## src/hdl/skf_pkg.sv

```systemverilog
`timescale 1ns / 1ps
// Shared widths, types, reset values and register indexes of the scalar Kalman filter.
package skf_pkg;

  localparam int DATA_WIDTH = 32;
  localparam int FRAC_BITS  = 16;

  // Gain is Q0.FRAC_BITS with one extra bit so that 1.0 is representable.
  localparam int GAIN_W  = FRAC_BITS + 1;
  // Magnitude of a difference of two signed data words.
  localparam int MAG_W   = DATA_WIDTH + 1;
  localparam int CFG_IDX_W = 2;

  localparam int DIV_CNT_W = $clog2(FRAC_BITS + 2);
  localparam int MUL_CNT_W = $clog2(FRAC_BITS + 1);

  typedef logic [DATA_WIDTH-1:0] data_t;
  typedef logic [GAIN_W-1:0]     gain_t;
  typedef logic [MAG_W-1:0]      mag_t;
  typedef logic [CFG_IDX_W-1:0]  cfg_idx_t;

  localparam gain_t GAIN_ONE = gain_t'(64'(1) << FRAC_BITS);

  // Reset values: Q is about 0.01, R and P0 are 1.0, x0 is 0.
  localparam data_t Q_RESET  = data_t'(((64'(1) << FRAC_BITS) * 64'(655)) >> 16);
  localparam data_t R_RESET  = data_t'(64'(1) << FRAC_BITS);
  localparam data_t X0_RESET = '0;
  localparam data_t P0_RESET = data_t'(64'(1) << FRAC_BITS);

  localparam cfg_idx_t REG_PROCESS_NOISE      = 2'd0;
  localparam cfg_idx_t REG_MEASUREMENT_NOISE  = 2'd1;
  localparam cfg_idx_t REG_INITIAL_ESTIMATE   = 2'd2;
  localparam cfg_idx_t REG_INITIAL_COVARIANCE = 2'd3;

endpackage

```

## src/hdl/skf_in_if.sv

```systemverilog
`timescale 1ns / 1ps
// Measurement channel: valid/ready handshake with one signed sample per transfer.
interface skf_in_if;
  import skf_pkg::*;

  logic  valid;
  logic  ready;
  data_t measurement;

  modport source (output valid, output measurement, input ready);
  modport sink (input valid, input measurement, output ready);
endinterface

```

## src/hdl/skf_out_if.sv

```systemverilog
`timescale 1ns / 1ps
// Result channel: valid/ready handshake carrying the filtered value and the gain used.
interface skf_out_if;
  import skf_pkg::*;

  logic  valid;
  logic  ready;
  data_t filtered_value;
  gain_t kalman_gain;

  modport source (output valid, output filtered_value, output kalman_gain, input ready);
  modport sink (input valid, input filtered_value, input kalman_gain, output ready);
endinterface

```

## src/hdl/scalar_kalman_filter.sv

```systemverilog
`timescale 1ns / 1ps
// Top level of the scalar Kalman filter: control, state registers and output register.
//
// Usage: each transfer on in_ch carries one signed Q16.16 measurement. For every
// measurement exactly one result leaves on out_ch: the updated estimate and the gain
// (unsigned Q1.16, 65536 = 1.0) that produced it.
// The configuration port writes Q, R, the initial estimate and the initial covariance
// (indexes 0 to 3); writing either initial value also loads the running state. Write
// it only while no measurement is in flight.
// The division dominates the processing of a measurement: it resolves one gain bit per
// cycle (FRAC_BITS + 2 steps), followed by two shift-add multipliers that run side by
// side over the FRAC_BITS + 1 gain bits.
// Throughput: one measurement at a time; in_ch.ready is high only while the block is idle,
// so a new measurement can be taken in the cycle after the previous result is registered.
// Stall: the result sits in an output register. The block accepts the next measurement
// while that result waits; if the receiver still has not taken it when the next result is
// finished, the block holds that result internally until out_ch.ready.
// Reset (synchronous, active low) restores the register defaults, loads estimate 0 and
// covariance 1.0, and empties the output register.
module scalar_kalman_filter (
  input  logic               clk,
  input  logic               rst_n,
  skf_in_if.sink             in_ch,
  skf_out_if.source          out_ch,
  input  logic               cfg_we,
  input  skf_pkg::cfg_idx_t  cfg_index,
  input  skf_pkg::data_t     cfg_wdata
);
  import skf_pkg::*;

  localparam logic [2:0] S_IDLE = 3'd0;
  localparam logic [2:0] S_PRED = 3'd1;
  localparam logic [2:0] S_LOAD = 3'd2;
  localparam logic [2:0] S_DIV  = 3'd3;
  localparam logic [2:0] S_MUL  = 3'd4;
  localparam logic [2:0] S_DONE = 3'd5;

  logic [2:0] state_r, state_nxt;

  // Configuration and filter state.
  data_t q_r, r_r;
  data_t est_r, cov_r;

  // Per-measurement working registers.
  data_t meas_r;
  data_t pp_r;
  mag_t  mag_r;
  logic  neg_r;

  // Output register.
  logic  out_valid_r;
  data_t out_est_r;
  gain_t out_gain_r;

  logic                  in_xfer;
  logic [DATA_WIDTH:0]   pred_sum;
  data_t                 pp_sat;
  logic [DATA_WIDTH:0]   diff;
  logic [DATA_WIDTH:0]   den;
  logic                  div_start, div_done;
  gain_t                 gain;
  logic                  mul_start, mul_done_corr, mul_done_cov;
  mag_t                  corr, cov_prod;
  logic [DATA_WIDTH+1:0] est_ext, est_sum;
  logic                  out_load;

  assign in_xfer = in_ch.valid && in_ch.ready;

  // Predicted covariance P + Q, saturated at the largest unsigned value.
  assign pred_sum = {1'b0, cov_r} + {1'b0, q_r};
  assign pp_sat   = pred_sum[DATA_WIDTH] ? '1 : pred_sum[DATA_WIDTH-1:0];

  // Innovation, kept as sign and magnitude so that the multiplier stays unsigned.
  assign diff = {meas_r[DATA_WIDTH-1], meas_r} - {est_r[DATA_WIDTH-1], est_r};

  // The gain denominator is the full unsaturated sum of Pp and R.
  assign den = {1'b0, pp_r} + {1'b0, r_r};

  assign div_start = (state_r == S_LOAD);
  assign mul_start = (state_r == S_DIV) && div_done;

  skf_div u_div (
    .clk   (clk),
    .rst_n (rst_n),
    .start (div_start),
    .num   (pp_r),
    .den   (den),
    .done  (div_done),
    .gain  (gain)
  );

  // Correction magnitude |z - x| * K.
  skf_mul u_mul_corr (
    .clk    (clk),
    .rst_n  (rst_n),
    .start  (mul_start),
    .a      (mag_r),
    .b      (gain),
    .done   (mul_done_corr),
    .result (corr)
  );

  // New covariance (1 - K) * Pp.
  skf_mul u_mul_cov (
    .clk    (clk),
    .rst_n  (rst_n),
    .start  (mul_start),
    .a      ({1'b0, pp_r}),
    .b      (GAIN_ONE - gain),
    .done   (mul_done_cov),
    .result (cov_prod)
  );

  // The correction never exceeds the innovation, so the estimate stays in range.
  assign est_ext = {est_r[DATA_WIDTH-1], est_r[DATA_WIDTH-1], est_r};
  assign est_sum = neg_r ? (est_ext - {1'b0, corr}) : (est_ext + {1'b0, corr});

  assign out_load = (state_r == S_DONE) && (!out_valid_r || out_ch.ready);

  always_comb begin
    state_nxt = state_r;
    case (state_r)
      S_IDLE: if (in_xfer) state_nxt = S_PRED;
      S_PRED: state_nxt = S_LOAD;
      S_LOAD: state_nxt = S_DIV;
      S_DIV:  if (div_done) state_nxt = S_MUL;
      S_MUL:  if (mul_done_corr) state_nxt = S_DONE;
      S_DONE: if (out_load) state_nxt = S_IDLE;
      default: state_nxt = S_IDLE;
    endcase
  end

  always_ff @(posedge clk) begin
    if (!rst_n) begin
      state_r     <= S_IDLE;
      out_valid_r <= 1'b0;
      q_r         <= Q_RESET;
      r_r         <= R_RESET;
      est_r       <= X0_RESET;
      cov_r       <= P0_RESET;
    end else begin
      state_r <= state_nxt;

      if (out_load) begin
        out_valid_r <= 1'b1;
      end else if (out_ch.ready) begin
        out_valid_r <= 1'b0;
      end

      if ((state_r == S_MUL) && mul_done_corr) begin
        est_r <= est_sum[DATA_WIDTH-1:0];
        cov_r <= cov_prod[DATA_WIDTH-1:0];
      end

      if (cfg_we) begin
        case (cfg_index)
          REG_PROCESS_NOISE:      q_r <= cfg_wdata;
          REG_MEASUREMENT_NOISE:  r_r <= cfg_wdata;
          REG_INITIAL_ESTIMATE:   est_r <= cfg_wdata;
          REG_INITIAL_COVARIANCE: cov_r <= cfg_wdata;
          default: ;
        endcase
      end
    end
  end

  // Datapath registers without reset.
  always_ff @(posedge clk) begin
    if (in_xfer) begin
      meas_r <= in_ch.measurement;
    end
    if (state_r == S_PRED) begin
      pp_r  <= pp_sat;
      neg_r <= diff[DATA_WIDTH];
      mag_r <= diff[DATA_WIDTH] ? (~diff + 1'b1) : diff;
    end
    if (out_load) begin
      out_est_r  <= est_r;
      out_gain_r <= gain;
    end
  end

  assign in_ch.ready           = (state_r == S_IDLE);
  assign out_ch.valid          = out_valid_r;
  assign out_ch.filtered_value = out_est_r;
  assign out_ch.kalman_gain    = out_gain_r;

  // The two multipliers start together and must finish together.
  a_mul_lockstep: assert property (@(posedge clk) disable iff (!rst_n)
    mul_done_corr == mul_done_cov)
    else $error("multipliers out of step");

  // The divider only reports completion while the sequencer waits for it.
  a_div_done_state: assert property (@(posedge clk) disable iff (!rst_n)
    div_done |-> (state_r == S_DIV))
    else $error("divider done outside division phase");

  // The gain never exceeds 1.0 once the division has finished.
  a_gain_range: assert property (@(posedge clk) disable iff (!rst_n)
    (state_r == S_MUL) |-> (gain <= GAIN_ONE))
    else $error("gain above one");

  // The updated covariance never exceeds the predicted covariance.
  a_cov_bound: assert property (@(posedge clk) disable iff (!rst_n)
    (state_r == S_DONE) |-> (cov_prod <= {1'b0, pp_r}))
    else $error("covariance grew in update");

  // A measurement transfer always leads straight into the prediction step.
  a_accept_pred: assert property (@(posedge clk) disable iff (!rst_n)
    in_xfer |=> (state_r == S_PRED))
    else $error("accepted measurement not processed");

endmodule

```

## src/hdl/skf_div.sv

```systemverilog
`timescale 1ns / 1ps
// Restoring divider producing the rounded gain one quotient bit per cycle.
module skf_div (
  input  logic                          clk,
  input  logic                          rst_n,
  input  logic                          start,
  input  skf_pkg::data_t                num,
  input  logic [skf_pkg::DATA_WIDTH:0]  den,
  output logic                          done,
  output skf_pkg::gain_t                gain
);
  import skf_pkg::*;

  logic [DATA_WIDTH+1:0] rem_r, rem_nxt, trial;
  logic [DATA_WIDTH:0]   den_r;
  logic [FRAC_BITS+1:0]  quo_r;
  logic [FRAC_BITS+2:0]  quo_inc;
  logic [DIV_CNT_W-1:0]  cnt_r;
  logic                  busy_r, first_r, zero_r, done_r;
  logic                  ge;

  // The first step compares the unshifted numerator to get the integer bit.
  always_comb begin
    trial   = first_r ? rem_r : {rem_r[DATA_WIDTH:0], 1'b0};
    ge      = trial >= {1'b0, den_r};
    rem_nxt = ge ? (trial - {1'b0, den_r}) : trial;
  end

  always_ff @(posedge clk) begin
    if (!rst_n) begin
      busy_r  <= 1'b0;
      done_r  <= 1'b0;
      first_r <= 1'b0;
      cnt_r   <= '0;
    end else begin
      done_r <= 1'b0;
      if (start) begin
        busy_r  <= 1'b1;
        first_r <= 1'b1;
        cnt_r   <= '0;
      end else if (busy_r) begin
        first_r <= 1'b0;
        cnt_r   <= cnt_r + 1'b1;
        if (cnt_r == DIV_CNT_W'(FRAC_BITS + 1)) begin
          busy_r <= 1'b0;
          done_r <= 1'b1;
        end
      end
    end
  end

  always_ff @(posedge clk) begin
    if (start) begin
      rem_r  <= {2'b00, num};
      den_r  <= den;
      quo_r  <= '0;
      zero_r <= (den == '0);
    end else if (busy_r) begin
      rem_r <= rem_nxt;
      quo_r <= {quo_r[FRAC_BITS:0], ge};
    end
  end

  // Round to nearest, ties up, by dropping the extra quotient bit after adding one.
  assign quo_inc = {1'b0, quo_r} + (FRAC_BITS + 3)'(1);
  assign gain    = zero_r ? '0 : quo_inc[FRAC_BITS+1:1];
  assign done    = done_r;

endmodule

```

## src/hdl/skf_mul.sv

```systemverilog
`timescale 1ns / 1ps
// Shift-add multiplier, one multiplier bit per cycle, result shifted right by FRAC_BITS and rounded to nearest.
module skf_mul (
  input  logic           clk,
  input  logic           rst_n,
  input  logic           start,
  input  skf_pkg::mag_t  a,
  input  skf_pkg::gain_t b,
  output logic           done,
  output skf_pkg::mag_t  result
);
  import skf_pkg::*;

  logic [DATA_WIDTH+1:0] acc_r, sum;
  logic [FRAC_BITS:0]    lo_r;
  gain_t                 b_r;
  mag_t                  a_r;
  logic [MUL_CNT_W-1:0]  cnt_r;
  logic                  busy_r, done_r;
  logic [DATA_WIDTH+2:0] rounded;

  assign sum = acc_r + (b_r[0] ? {1'b0, a_r} : '0);

  always_ff @(posedge clk) begin
    if (!rst_n) begin
      busy_r <= 1'b0;
      done_r <= 1'b0;
      cnt_r  <= '0;
    end else begin
      done_r <= 1'b0;
      if (start) begin
        busy_r <= 1'b1;
        cnt_r  <= '0;
      end else if (busy_r) begin
        cnt_r <= cnt_r + 1'b1;
        if (cnt_r == MUL_CNT_W'(FRAC_BITS)) begin
          busy_r <= 1'b0;
          done_r <= 1'b1;
        end
      end
    end
  end

  // Low product bits shift out of the accumulator into lo_r.
  always_ff @(posedge clk) begin
    if (start) begin
      acc_r <= '0;
      lo_r  <= '0;
      a_r   <= a;
      b_r   <= b;
    end else if (busy_r) begin
      acc_r <= {1'b0, sum[DATA_WIDTH+1:1]};
      lo_r  <= {sum[0], lo_r[FRAC_BITS:1]};
      b_r   <= b_r >> 1;
    end
  end

  // Product shifted right by FRAC_BITS plus the rounding bit (ties up).
  assign rounded = {acc_r, lo_r[FRAC_BITS]} + (DATA_WIDTH + 3)'(lo_r[FRAC_BITS-1]);
  assign result  = rounded[DATA_WIDTH:0];
  assign done    = done_r;

endmodule
```

## src/flat_wrapper.sv

```systemverilog
// flat-port wrapper written by rule: the top's interface ports become plain ports
module scalar_kalman_filter_flat import skf_pkg::*;
  (clk, rst_n, cfg_we, cfg_index, cfg_wdata, in_ch_valid, in_ch_measurement, in_ch_ready, out_ch_valid, out_ch_filtered_value, out_ch_kalman_gain, out_ch_ready);
  skf_in_if in_ch_i ();
  skf_out_if out_ch_i ();
  input  logic clk;
  input  logic rst_n;
  input  logic cfg_we;
  input  skf_pkg::cfg_idx_t cfg_index;
  input  skf_pkg::data_t cfg_wdata;
  input wire logic [$bits(in_ch_i.valid)-1:0] in_ch_valid;
  input wire logic [$bits(in_ch_i.measurement)-1:0] in_ch_measurement;
  output wire logic [$bits(in_ch_i.ready)-1:0] in_ch_ready;
  output wire logic [$bits(out_ch_i.valid)-1:0] out_ch_valid;
  output wire logic [$bits(out_ch_i.filtered_value)-1:0] out_ch_filtered_value;
  output wire logic [$bits(out_ch_i.kalman_gain)-1:0] out_ch_kalman_gain;
  input wire logic [$bits(out_ch_i.ready)-1:0] out_ch_ready;
  assign in_ch_i.valid = in_ch_valid;
  assign in_ch_i.measurement = in_ch_measurement;
  assign in_ch_ready = in_ch_i.ready;
  assign out_ch_valid = out_ch_i.valid;
  assign out_ch_filtered_value = out_ch_i.filtered_value;
  assign out_ch_kalman_gain = out_ch_i.kalman_gain;
  assign out_ch_i.ready = out_ch_ready;
  scalar_kalman_filter u_core (.clk(clk), .rst_n(rst_n), .in_ch(in_ch_i), .out_ch(out_ch_i), .cfg_we(cfg_we), .cfg_index(cfg_index), .cfg_wdata(cfg_wdata));
endmodule
```

## config.mk

```make
export PLATFORM = sky130hd
export DESIGN_NAME = scalar_kalman_filter_flat
export DESIGN_NICKNAME = d
export VERILOG_FILES = /design/src/hdl/skf_pkg.sv /design/src/hdl/skf_in_if.sv /design/src/hdl/skf_out_if.sv /design/src/hdl/scalar_kalman_filter.sv /design/src/hdl/skf_div.sv /design/src/hdl/skf_mul.sv /design/src/flat_wrapper.sv
export SDC_FILE = /design/constraint.sdc
export NUM_CORES = 1
export LEC_CHECK = 0
export BUFFER_PORTS_ARGS = -buffer_cell sky130_fd_sc_hd__buf_2
export CELL_PAD_IN_SITES_DETAIL_PLACEMENT = 1
export CELL_PAD_IN_SITES_GLOBAL_PLACEMENT = 2
export CORE_ASPECT_RATIO = 1.4
export CORE_MARGIN = 5
export CORE_UTILIZATION = 27
export DETAILED_ROUTE_END_ITERATION = 8
export PLACE_DENSITY_LB_ADDON = 0.1
export RECOVER_POWER = 50
export SLEW_MARGIN = 10
export SYNTH_ARGS = -nofsm -noshare
export SYNTH_HDL_FRONTEND = slang
export SYNTH_HIERARCHICAL = 1
export SYNTH_SLANG_ARGS = --single-unit
```

## constraint.sdc

```tcl
create_clock -name clk -period 6 [get_ports clk]
set_input_delay 1.2 -clock clk [delete_from_list [all_inputs] [get_ports clk]]
set_output_delay 1.2 -clock clk [all_outputs]
set_load 0.01 [all_outputs]
```

==> reports/results.txt <==
Clock latency on the worst-skew pair = 0.66 ns
TritonRoute pass-1 iters = 4
Via/cell ratio = 4.98
Die H = 442 µm
R2r endpoint = u_core/est_r[28]$_SDFF_PN0_
CTS Root Buffer Type = clkbuf_16
Sequential cell area = 0.0143 mm²
Placed cell area = 0.0386 mm²
Synth warnings = 6
Final HPWL DP = 102000 µm
Routed wire length per instance = 22.2 µm
Via Count = 28917
Crit end category = flip-flop
Fin crit share = 91.0%
HP Start = u_core/mag_r[32]$_SDFFCE_PP0P_
Cell Count Post-Placement = 5680
Core Rows = 158
CTS tree = done
Setup tns final = 0 ns
Worst Setup Path Type = flip-flop to flip-flop
Post-Layout Cell Count = 5807
Clk sink count = 556
Synthesized Nets = 4227
Global-route wire length before repair = 195000 µm
PwrDens = 322 mW/mm²
Area grow syn2layout = 13.7%
Layout cells sized above 1 = 9.67%
RD Place Congestion = 0.818
Layout filler cell count = 15327
All-Layer GR Usage = 17.8%
Final hold vios = 0
Largest net degree at the start of global routing = 108
Leakage = 16.4 nW
Max FO, Critical Path = 4
PortBufs = 121
Multi-input gate area = 0.0205 mm²
Drt total wl = 129000 µm
I/O pin total = 122
Setup crit end = u_core/est_r[28]$_SDFF_PN0_
TritonCTS Buffers = 67
Htree depth = 3
Die area = 0.141 mm²
Unrepaired setup endpoints after global routing = false
Max Cap Viol = 9
Syn Inst Count = 3909
Setup violators final = 0
Max-slew headroom = -179%
Post-layout min period = 5.46 ns
R2R Setup Slk = 0.54 ns
Fmax = 0.183 GHz
Clock skew = 0.0307 ns
Startpoint type of the worst setup path = flip-flop
DRC = 0
Peak supply drop = 209 µV
Worst-margin pin slew = 4.18 ns
Nets = 4307
WP data arrival = 5.98 ns
Number of global-route vias before repair = 31763
Finished Cell Area = 0.0409 mm²
Avg Cell Area, Syn = 9.21 µm²
Die W = 319 µm
Antenna Violating Nets Remaining = 0
Post-CTS setup buffers = 0
Worst R2R Start = u_core/u_mul_corr/lo_r[16]$_SDFFE_PP0P_
Clock transition at the registers of the reported paths = 0.06 ns
Core area = 0.132 mm²
Failing checks = capacitance limit, slew limit
R2r worst-path depth = 21
Clock Tree Buf Depth = 3
Hold path depth = 0
Min-Delay Path Class = flip-flop to flip-flop
Total gr overflow = 0
Outcome = complete, but fails checks
Final Max Tran Viols = 449
First DRT Iteration DRCs = 966
Mapped Area = 0.0360 mm²
Initial core utilization = 27.2%
Initial antenna violation count = 9
Critical Path Source = u_core/u_mul_corr/lo_r[16]$_SDFFE_PP0P_
CP required = 6.52 ns
state kept, by name, summed over array words and instances (netlist names), 3 cells and up:
| name | cells |
|---|---|
| u_core/u_mul_corr/a_r | 33 |
| u_core/u_mul_corr/b_r | 17 |
| u_core/mag_r | 33 |
| u_core/u_mul_cov/acc_r | 33 |
| u_core/cov_r | 32 |
| u_core/r_r | 32 |
| u_core/meas_r | 32 |
| u_core/pp_r | 32 |
| u_core/u_mul_corr/acc_r | 33 |
| u_core/out_ch.filtered_value | 32 |
| u_core/q_r | 32 |
| u_core/u_mul_corr/cnt_r | 5 |
| u_core/u_div/cnt_r | 5 |
| u_core/u_div/quo_r | 18 |
| u_core/state_r | 3 |
| u_core/est_r | 32 |
| u_core/u_mul_cov/a_r | 33 |
| u_core/u_div/rem_r | 34 |
| u_core/u_div/den_r | 33 |
| u_core/out_ch.kalman_gain | 17 |
| u_core/u_mul_cov/cnt_r | 5 |
| u_core/u_mul_cov/b_r | 17 |
critical path, cell delays in order, from the launching register on:
cell	delay (ns)
dfxtp_1	0.35
ha_1	0.17
ha_1	0.18
nand3_1	0.24
nor3_1	0.40
xor2_1	0.17
or4_1	0.61
nor4_1	0.32
nand2b_1	0.17
nor4b_2	0.45
nor2_1	0.10
xnor2_1	0.16
ha_1	0.31
a21o_1	0.20
a21o_1	0.18
a21o_1	0.18
a21o_1	0.18
a21o_1	0.18
a221o_1	0.30
a21oi_1	0.19
xor2_1	0.17
o22ai_1	0.10
stage by stage:
step	power, mW	hold slack [ns]	util (%)	setup WS [ns]
after global placement	8.84	0.400	29.1	0.0341
after detailed placement	8.82	0.405	29.1	0.0236
final	13.2	0.412	30.9	0.539
after floorplan	7.60	0.400	-	0.00521
after CTS	13.4	0.414	30.9	0.352
after global routing	14.0	0.416	30.9	0.0193
how the worst min path moves through the flow:
stage / to / slack (ns)
floorplan: u_core/u_mul_corr/a_r[0]$_DFFE_PP_ / 0.40
global placement: u_core/u_mul_corr/a_r[27]$_DFFE_PP_ / 0.40
detailed placement: u_core/u_mul_corr/a_r[5]$_DFFE_PP_ / 0.41
CTS: u_core/u_mul_corr/a_r[32]$_DFFE_PP_ / 0.41
global route: u_core/u_mul_corr/a_r[29]$_DFFE_PP_ / 0.42
finish: u_core/u_mul_corr/a_r[32]$_DFFE_PP_ / 0.41
cell usage in the layout, fill, tap and decap left out, types with 17 or more instances in the layout:
cell type and n:
buf_2 117, clkbuf_16 71, a21oi_1 264, inv_1 160
a21boi_0 67, xnor2_1 208, o21a_1 32, and4_1 17
nand4_1 52, mux2i_1 55, nor3_1 66, a211oi_1 27
o211ai_1 51, nand2_1 481, nor2b_1 33, clkbuf_1 29
o21bai_1 33, mux2_2 64, nand2b_1 37, or3_1 33
edfxtp_1 313, a21o_1 131, o21ai_0 157, and2_1 83
o211a_1 44, a31oi_1 49, xor2_1 120, dfxtp_1 243
nand3_1 117, ha_1 240, and3_1 42, buf_4 38
nor2_1 280
power breakdown:
part / switching [mW] / total [mW] / internal, mW
combinational: 2.40 / 3.97 / 1.58
sequential: 0.274 / 4.74 / 4.46
clock: 1.76 / 4.45 / 2.69
total: 4.43 / 13.2 / 8.73
final cells by class:
cell class                      count  share of cell area, %
Clock inverter                     32                   1.09
Timing Repair Buffer              172                   2.35
Multi-Input combinational cell   3031                   50.1
Antenna cell                        3                 0.0183
Inverter                          161                   1.48
Sequential cell                   556                   34.9
Tap cell                         1760                   5.38
Clock buffer                       92                   4.71
metal layers:
layer  GRT usage (%)  share of wire [%]  vias to the layer above
li1                -                  -                    14296
met1            19.3                 40                    14118
met2            34.9                 54                      314
met3            1.86                2.0                      189
met4            7.61                4.4                        0
met5               0                  0                        -
repair_timing:
action | in CTS | in global routing
resized for setup | 1 | 1
endpoints found under the hold margin | 0 | 0
setup endpoints to repair | 1 | 1
hold buffers | 0 | 0
Note: power is estimated with default switching activity, not from simulation.
